--- src/design/pac_pkg.sv ---
// ----------------------------------------------------------------------------
// pac_pkg
// Shared types and constants of the polygon area and centroid block.
// ----------------------------------------------------------------------------
package pac_pkg;

  localparam int unsigned MUL_W  = 33;  // operand width of the shared multiplier
  localparam int unsigned PROD_W = 2 * MUL_W;
  localparam int unsigned ACC_W  = 98;  // moment magnitude before clipping
  localparam int unsigned DSUM_W = 58;
  localparam int unsigned MOM_W  = 64;
  localparam int unsigned AREA_W = 56;
  localparam int unsigned DEN_W  = 60;  // three times the doubled area magnitude
  localparam int unsigned REM_W  = DEN_W + 1;
  localparam int unsigned QUO_W  = 65;
  localparam int unsigned DIV_STEPS = QUO_W;
  localparam int unsigned CNT_W  = 7;
  localparam int unsigned STEP_W = 4;
  localparam int unsigned TRI_LAST_STEP = 11;

  typedef enum logic [3:0] {
    OP_NONE,
    OP_LOAD,
    OP_P1,
    OP_P2,
    OP_TRI,
    OP_DSUM,
    OP_LO,
    OP_HI,
    OP_ACC,
    OP_MOM,
    OP_FIN,
    OP_DIVINIT,
    OP_DIVSTEP,
    OP_DIVEND,
    OP_OUT
  } pac_op_e;

  typedef enum logic [2:0] {
    ST_IDLE,
    ST_TRI,
    ST_FIN,
    ST_DIVINIT,
    ST_DIV,
    ST_DIVEND,
    ST_OUT
  } pac_state_e;

  typedef struct packed {
    pac_op_e op;
    logic    tsel;  // 0: prior-to-vertex triangle, 1: closing triangle
    logic    axis;  // 0: x, 1: y
  } pac_cmd_t;

  typedef struct packed {
    logic zero;     // doubled area sum is zero
  } pac_stat_t;

endpackage

--- src/design/pac_ctrl.sv ---
// ----------------------------------------------------------------------------
// pac_ctrl
// Sequencer: steps the datapath through the fan triangles, the area and the
// two centroid divisions, and owns both handshakes.
// ----------------------------------------------------------------------------
module pac_ctrl (
  input  logic              clk_i,
  input  logic              rst_ni,
  input  logic              in_valid_i,
  output logic              in_stall_o,
  input  logic              first_vertex_i,
  input  logic              last_vertex_i,
  output logic              out_valid_o,
  input  logic              out_stall_i,
  output pac_pkg::pac_cmd_t cmd_o,
  input  pac_pkg::pac_stat_t stat_i
);

  pac_pkg::pac_state_e state_q, state_d;
  logic [pac_pkg::STEP_W-1:0] step_q, step_d;
  logic [pac_pkg::CNT_W-1:0]  cnt_q, cnt_d;
  logic tsel_q, tsel_d;
  logic axis_q, axis_d;
  logic last_q, last_d;
  logic out_valid_q, out_valid_d;
  logic slot_free;

  assign slot_free   = !out_valid_q || !out_stall_i;
  assign out_valid_o = out_valid_q;

  always_ff @(posedge clk_i or negedge rst_ni) begin
    if (!rst_ni) begin
      state_q     <= pac_pkg::ST_IDLE;
      step_q      <= '0;
      cnt_q       <= '0;
      tsel_q      <= 1'b0;
      axis_q      <= 1'b0;
      last_q      <= 1'b0;
      out_valid_q <= 1'b0;
    end else begin
      state_q     <= state_d;
      step_q      <= step_d;
      cnt_q       <= cnt_d;
      tsel_q      <= tsel_d;
      axis_q      <= axis_d;
      last_q      <= last_d;
      out_valid_q <= out_valid_d;
    end
  end

  always_comb begin
    state_d     = state_q;
    step_d      = step_q;
    cnt_d       = cnt_q;
    tsel_d      = tsel_q;
    axis_d      = axis_q;
    last_d      = last_q;
    out_valid_d = out_valid_q && out_stall_i;
    in_stall_o  = 1'b1;
    cmd_o.op    = pac_pkg::OP_NONE;
    cmd_o.tsel  = tsel_q;
    cmd_o.axis  = axis_q;

    case (state_q)
      pac_pkg::ST_IDLE: begin
        in_stall_o = 1'b0;
        if (in_valid_i) begin
          cmd_o.op = pac_pkg::OP_LOAD;
          last_d   = last_vertex_i;
          step_d   = '0;
          tsel_d   = first_vertex_i;
          if (!first_vertex_i || last_vertex_i) begin
            state_d = pac_pkg::ST_TRI;
          end
        end
      end
      pac_pkg::ST_TRI: begin
        cmd_o.axis = step_q[3];
        case (step_q)
          4'd0:         cmd_o.op = pac_pkg::OP_P1;
          4'd1:         cmd_o.op = pac_pkg::OP_P2;
          4'd2:         cmd_o.op = pac_pkg::OP_TRI;
          4'd3:         cmd_o.op = pac_pkg::OP_DSUM;
          4'd4, 4'd8:   cmd_o.op = pac_pkg::OP_LO;
          4'd5, 4'd9:   cmd_o.op = pac_pkg::OP_HI;
          4'd6, 4'd10:  cmd_o.op = pac_pkg::OP_ACC;
          4'd7, 4'd11:  cmd_o.op = pac_pkg::OP_MOM;
          default:      cmd_o.op = pac_pkg::OP_NONE;
        endcase
        if (step_q == pac_pkg::STEP_W'(pac_pkg::TRI_LAST_STEP)) begin
          step_d = '0;
          if (tsel_q) begin
            state_d = pac_pkg::ST_FIN;
          end else if (last_q) begin
            tsel_d = 1'b1;
          end else begin
            state_d = pac_pkg::ST_IDLE;
          end
        end else begin
          step_d = step_q + 1'b1;
        end
      end
      pac_pkg::ST_FIN: begin
        cmd_o.op = pac_pkg::OP_FIN;
        axis_d   = 1'b0;
        state_d  = stat_i.zero ? pac_pkg::ST_OUT : pac_pkg::ST_DIVINIT;
      end
      pac_pkg::ST_DIVINIT: begin
        cmd_o.op = pac_pkg::OP_DIVINIT;
        cnt_d    = '0;
        state_d  = pac_pkg::ST_DIV;
      end
      pac_pkg::ST_DIV: begin
        cmd_o.op = pac_pkg::OP_DIVSTEP;
        cnt_d    = cnt_q + 1'b1;
        if (cnt_q == pac_pkg::CNT_W'(pac_pkg::DIV_STEPS - 1)) begin
          state_d = pac_pkg::ST_DIVEND;
        end
      end
      pac_pkg::ST_DIVEND: begin
        cmd_o.op = pac_pkg::OP_DIVEND;
        if (axis_q) begin
          state_d = pac_pkg::ST_OUT;
        end else begin
          axis_d  = 1'b1;
          state_d = pac_pkg::ST_DIVINIT;
        end
      end
      pac_pkg::ST_OUT: begin
        // hold the result until the output register frees up
        if (slot_free) begin
          cmd_o.op    = pac_pkg::OP_OUT;
          out_valid_d = 1'b1;
          state_d     = pac_pkg::ST_IDLE;
        end
      end
      default: begin
        state_d = pac_pkg::ST_IDLE;
      end
    endcase
  end

endmodule

--- config.mk ---
export PLATFORM = sky130hd
export DESIGN_NAME = pac_ctrl
export DESIGN_NICKNAME = d
export VERILOG_FILES = /design/src/design/pac_pkg.sv /design/src/design/pac_ctrl.sv
export SDC_FILE = /design/constraint.sdc
export NUM_CORES = 1
export LEC_CHECK = 0
export BUFFER_PORTS_ARGS = -buffer_cell sky130_fd_sc_hd__buf_2
export CORE_MARGIN = 3
export CORE_UTILIZATION = 30
export DETAILED_ROUTE_END_ITERATION = 12
export GPL_ROUTABILITY_DRIVEN = 0
export SYNTH_ARGS = -nofsm -noshare
export SYNTH_HDL_FRONTEND = slang
export SYNTH_SLANG_ARGS = --single-unit
--- constraint.sdc ---
create_clock -name clk_i -period 1.6 [get_ports clk_i]
set_input_delay 0.08 -clock clk_i [delete_from_list [all_inputs] [get_ports clk_i]]
set_output_delay 0.08 -clock clk_i [all_outputs]
set_load 0.01 [all_outputs]
# Word-level counts from Yosys, hierarchy flattened

Memory sizes are Yosys's and may differ from the RTL's.
Cells that the tools add are included.

Register bits: 18
Memory bits (read-only): 64
Input port bits: 7
Output and inout port bits: 8
Word-level logic and storage cells: 65
Memories kept: 1

Memory list:

| memory          | words | bits a word | read ports | clocked after Yosys merged registers in | write ports | RTL line       | text |
|---|---|---|---|---|---|---|---|
| (no name shown) | 16    | 4           | 1          | 0                                       | 0           | pac_ctrl.sv:79 | `case (step_q)` |

Add/sub/neg operators: 2
Equality and inequality tests: 14
Multiplexer cells: 27
Reduce and logical (&&, ||, !) cells: 14

Operator list:

| cell                                                            | number |
|---|---|
| 4-bit case mux with 7 select lines                              | 1 |
| 3-bit 2-to-1 mux                                                | 9 |
| 3-bit case mux with 7 select lines                              | 1 |
| 7-bit case mux with 2 select lines                              | 1 |
| 4-bit 2-to-1 mux                                                | 3 |
| 2-bit != test, second input constant                            | 5 |
| 3-bit == test, second input constant                            | 3 |
| 1-bit 2-to-1 mux                                                | 9 |
| 4-bit case mux with 2 select lines                              | 1 |
| 7-bit by 1-bit adder with 7-bit output, second input constant   | 1 |
| 7-bit == test, second input constant                            | 1 |
| 3-bit by 2-bit == test with 1-bit output, second input constant | 2 |
| 6-bit AND reduction                                             | 1 |
| 2-bit nonzero test                                              | 3 |
| 4-bit by 1-bit adder with 4-bit output, second input constant   | 1 |
| 4-bit == test, second input constant                            | 1 |
| 1-bit case mux with 2 select lines                              | 2 |
| 2-bit AND reduction                                             | 2 |
| 3-bit by 1-bit == test with 1-bit output, second input constant | 1 |
| 1-bit logical NOT                                               | 3 |
| 3-bit logical NOT                                               | 1 |
| 3-bit != test, second input constant                            | 1 |
| 3-bit AND reduction                                             | 1 |
| 1-bit logical OR                                                | 2 |
| 1-bit logical AND                                               | 1 |

# Longest topological paths before layout

Depth in word-level cells: 5
Depth in mapped cells: 6
Depth with buffers taken out: 6

# Worst setup path before layout

OpenSTA, ideal clock, no wires.

Path type: reg2reg
Start point: reg state_q[1]
End point: reg tsel_q
Library setup time: 129 ps
Arrival time: 1273 ps
Data required time: 1471 ps
Slack: 198 ps
Cell stages (with the launch flop): 6
Buffers on the path: 2
Period minus slack after synthesis: 1402 ps
Cell sequence: dfrtp_1 buf_6 or3b_1 buf_6 a311oi_1 a21oi_1

Cells in the longest elaborated chain, start to end: 3
Elaborated cells between the ends (all ways): 7
Those cells by class: eq/ne: 3; mux: 1; reduce/logical: 3

RTL lines:

| item                                                                          | RTL line       | text |
|---|---|---|
| start: declaration                                                            | pac_ctrl.sv:19 | `pac_pkg::pac_state_e state_q, state_d;` |
| start signal: assignment                                                      | pac_ctrl.sv:33 | `state_q <= pac_pkg::ST_IDLE;` |
| start signal: assignment                                                      | pac_ctrl.sv:41 | `state_q <= state_d;` |
| 3-bit by 1-bit == test with 1-bit output or 3-bit logical NOT (tied branches) | pac_ctrl.sv:64 | `case (state_q)` |
| 2-bit != test (no line) or 2-bit nonzero test (tied branches)                 | --             |  |
| 3-bit AND reduction (no line)                                                 | --             |  |
| end signal: assignment                                                        | pac_ctrl.sv:44 | `tsel_q <= tsel_d;` |
| end: declaration                                                              | pac_ctrl.sv:22 | `logic tsel_q, tsel_d;` |

Parallel ways exist; a longest one is shown, timed or not.
A chain may end at the register's enable or synchronous reset.

==> metrics.csv <==
metric,value,unit
powerDensity,1800,nW/um2
timing.final.hold_violations,0,
start_util,32.2,%
period_needed,1600,ps
period_share,99.8,%
synth_area_per_cell,8.33,um2
synth_edf_count,0,
dp.cells,209,
worst_ep_arrival_time,1520,ps
vias,1157,
synth_compound_area_share,24.3,%
grt_max_degree,19,
grt_overflow,0,
synthArstFlopShare,100,%
drive_gt1_share,29.7,%
synth_area_leaders,"dfrtp_1 37%, nand2_1 6.7%, a21oi_1 6.1%, ha_1 6.1%, nor2_1 4.3%",
start_kind,register,
synth_common_cells,"22 x nand2_1, 18 x dfrtp_1, 15 x a21oi_1",
tns,0,ps
h-tree-depth,1,
critPathMaxFanout,5,
ys_types,36,
synth-simple-area-share,21.0,%
vias_per_cell,5.26,
yosysSeqAreaShare,36.8,%
cts_tree,yes,
grt_pass1_wl,5.04,mm
synth_top_family_by_area,compound AO/OA/AOI/OAI gates,
holdWs,80.0,ps
fp.coreArea,3800,um2
status,"finished, final reports clean",
synth_ff_type,dfrtp_1,
grt_pass1_vias,1140,
path_class,reg2out,
setup_viol,0,
postRouteAntennaNets,0,
hpwl,2.17,mm
clk_pin_slew,60,ps
synth-adder-area-share,6.13,%
total_power,2700,uW
cts_num_sinks,18,
ioPinCount,15,
root_buffer,clkbuf_8,
first_pass_iters,4,
rsz0062_at_grt,true,
yosysMostFrequentCell,nand2_1,
n_antenna_cell,0,
rows,22,
clockBufferDepth,2,
drc,0,
drv_slew,0,
required,1520,ps
relSlewSlack,72.6,%
synth_top_area_cell,dfrtp_1,
die_area,4890,um2
first_iter_violations,83,
clk_latency,250,ps
fmax,0.626,GHz
antenna_found_initial,0,
worstMarginPinSlew,411,ps
layout.filler_cells,410,
end_kind,primary output,
synthMuxAreaShare,3.47,%
fin_cells,220,
syn_inst,147,
area_growth,22.9,%
synth_seq_cells,18,
synth_warnings,0,
cap_violations,0,
p_leak,0.000656,uW
ir_drop,0.000683,V
synth.top_cell.area_share,36.8,%
die-width,69.9,um
syn_nets,160,
dieHeight,69.9,um
clock_skew,2.53,ps
synth-xor-area-share,0,%
placement.io_buffers,14,
cts_inserted_buffers,3,
hold_path_class,in2reg,
synth_area,1220,um2
wire_per_inst,13.6,um
track_usage,12.5,%
wirelength,2.99,mm
nets,187,
report_power, final:
| group | switching, uW | total (uW) | internal, uW |
|---|---|---|---|
| logic | 890 | 1640 | 751 |
| registers | 150 | 746 | 596 |
| clock network | 150 | 317 | 167 |
| total | 1190 | 2700 | 1510 |
worst max-delay path, stage by stage, from the launching register on:
cell and delay (ps):
dfrtp_2 450, ha_2 210, mux2_4 280, a21oi_2 130, o21ai_1 60, buf_2 140
placed cells by master (no fill, tap or decap), drive strengths merged, types with 2 or more instances in the layout:
| cell type | synthesis | layout |
|---|---|---|
| mux2 | 2 | 2 |
| a311oi | 2 | 2 |
| a211oi | 6 | 6 |
| a21oi | 17 | 17 |
| mux2i | 2 | 2 |
| buf | 7 | 31 |
| o21ai | 9 | 9 |
| clkbuf | 4 | 4 |
| nand3 | 5 | 5 |
| inv | 9 | 9 |
| a221oi | 3 | 3 |
| dfrtp | 18 | 18 |
| nand2 | 22 | 22 |
| nor3 | 4 | 4 |
| a31oi | 2 | 2 |
| nor2 | 15 | 15 |
| ha | 6 | 6 |
| nand2b | 2 | 2 |
path summary, 6_finish.rpt:
check                                       from                     end  slack [ps]  cells after the start
setup / recovery           step_q[1]$_DFFE_PN0P_                cmd_o[5]           4                      5
hold / removal                     last_vertex_i      last_q$_DFFE_PN0P_          80                      2
setup reg to reg            cnt_q[1]$_DFFE_PN0P_  state_q[0]$_DFFE_PN0P_         100                      6
hold reg to reg            step_q[2]$_DFFE_PN0P_   step_q[2]$_DFFE_PN0P_         550                      1
max in group asynchronous                 rst_ni  state_q[2]$_DFFE_PN0P_         990                      2
min in group asynchronous                 rst_ni   step_q[0]$_DFFE_PN0P_         290                      2
stage by stage:
stage / area [um2] / utilization (%) / setup slack (ps)
after floorplan: 1220 / - / 198
after global placement: 1370 / 36.1 / 125
after detailed placement: 1370 / 36.1 / 60.6
after CTS: 1440 / 37.8 / -31.9
after global routing: 1510 / 39.6 / -74.3
final: 1510 / 39.6 / 3.55
cell families (layout without fill, tap and decap cells):
group / count (synthesis) / count (layout)
simple gates: 54 / 54
compound gates: 45 / 45
buf+inv: 20 / 45
flops: 18 / 18
fa+ha+maj: 6 / 6
mux: 4 / 4
flip-flops by register name, indices dropped and copies added, names as in the netlist:
| register | cells |
|---|---|
| out_valid_o | 1 |
| tsel_q | 1 |
| axis_q | 1 |
| state_q | 3 |
| last_q | 1 |
| cnt_q | 7 |
| step_q | 4 |
area by class of cell:
class                           count  area (um2)  area share [%]
Multi-Input combinational cell    109         697            46.3
Tap cell                           48        60.1            3.99
Sequential cell                    18         454            30.2
Inverter                            9        33.8            2.24
Clock buffer                        3        41.3            2.74
Timing Repair Buffer               33         219            14.5
timing repair:
item	CTS	global route
hold buffers	1	0
endpoints found under the hold margin	18	0
gates resized for setup	6	9
buffers inserted	1	6
setup endpoints to repair	3	13
pin swaps	0	2
routing by layer:
layer	GRT usage [%]	share of wire, %	wire (um)	vias to the layer above
met5	0	0	0	-
met1	15.2	45	1350	560
met2	21.5	49	1480	23
met4	3.19	0.57	17	0
met3	3.74	4.6	138	2
li1	-	-	-	572
No activity file was read; power rests on OpenSTA's default activity.
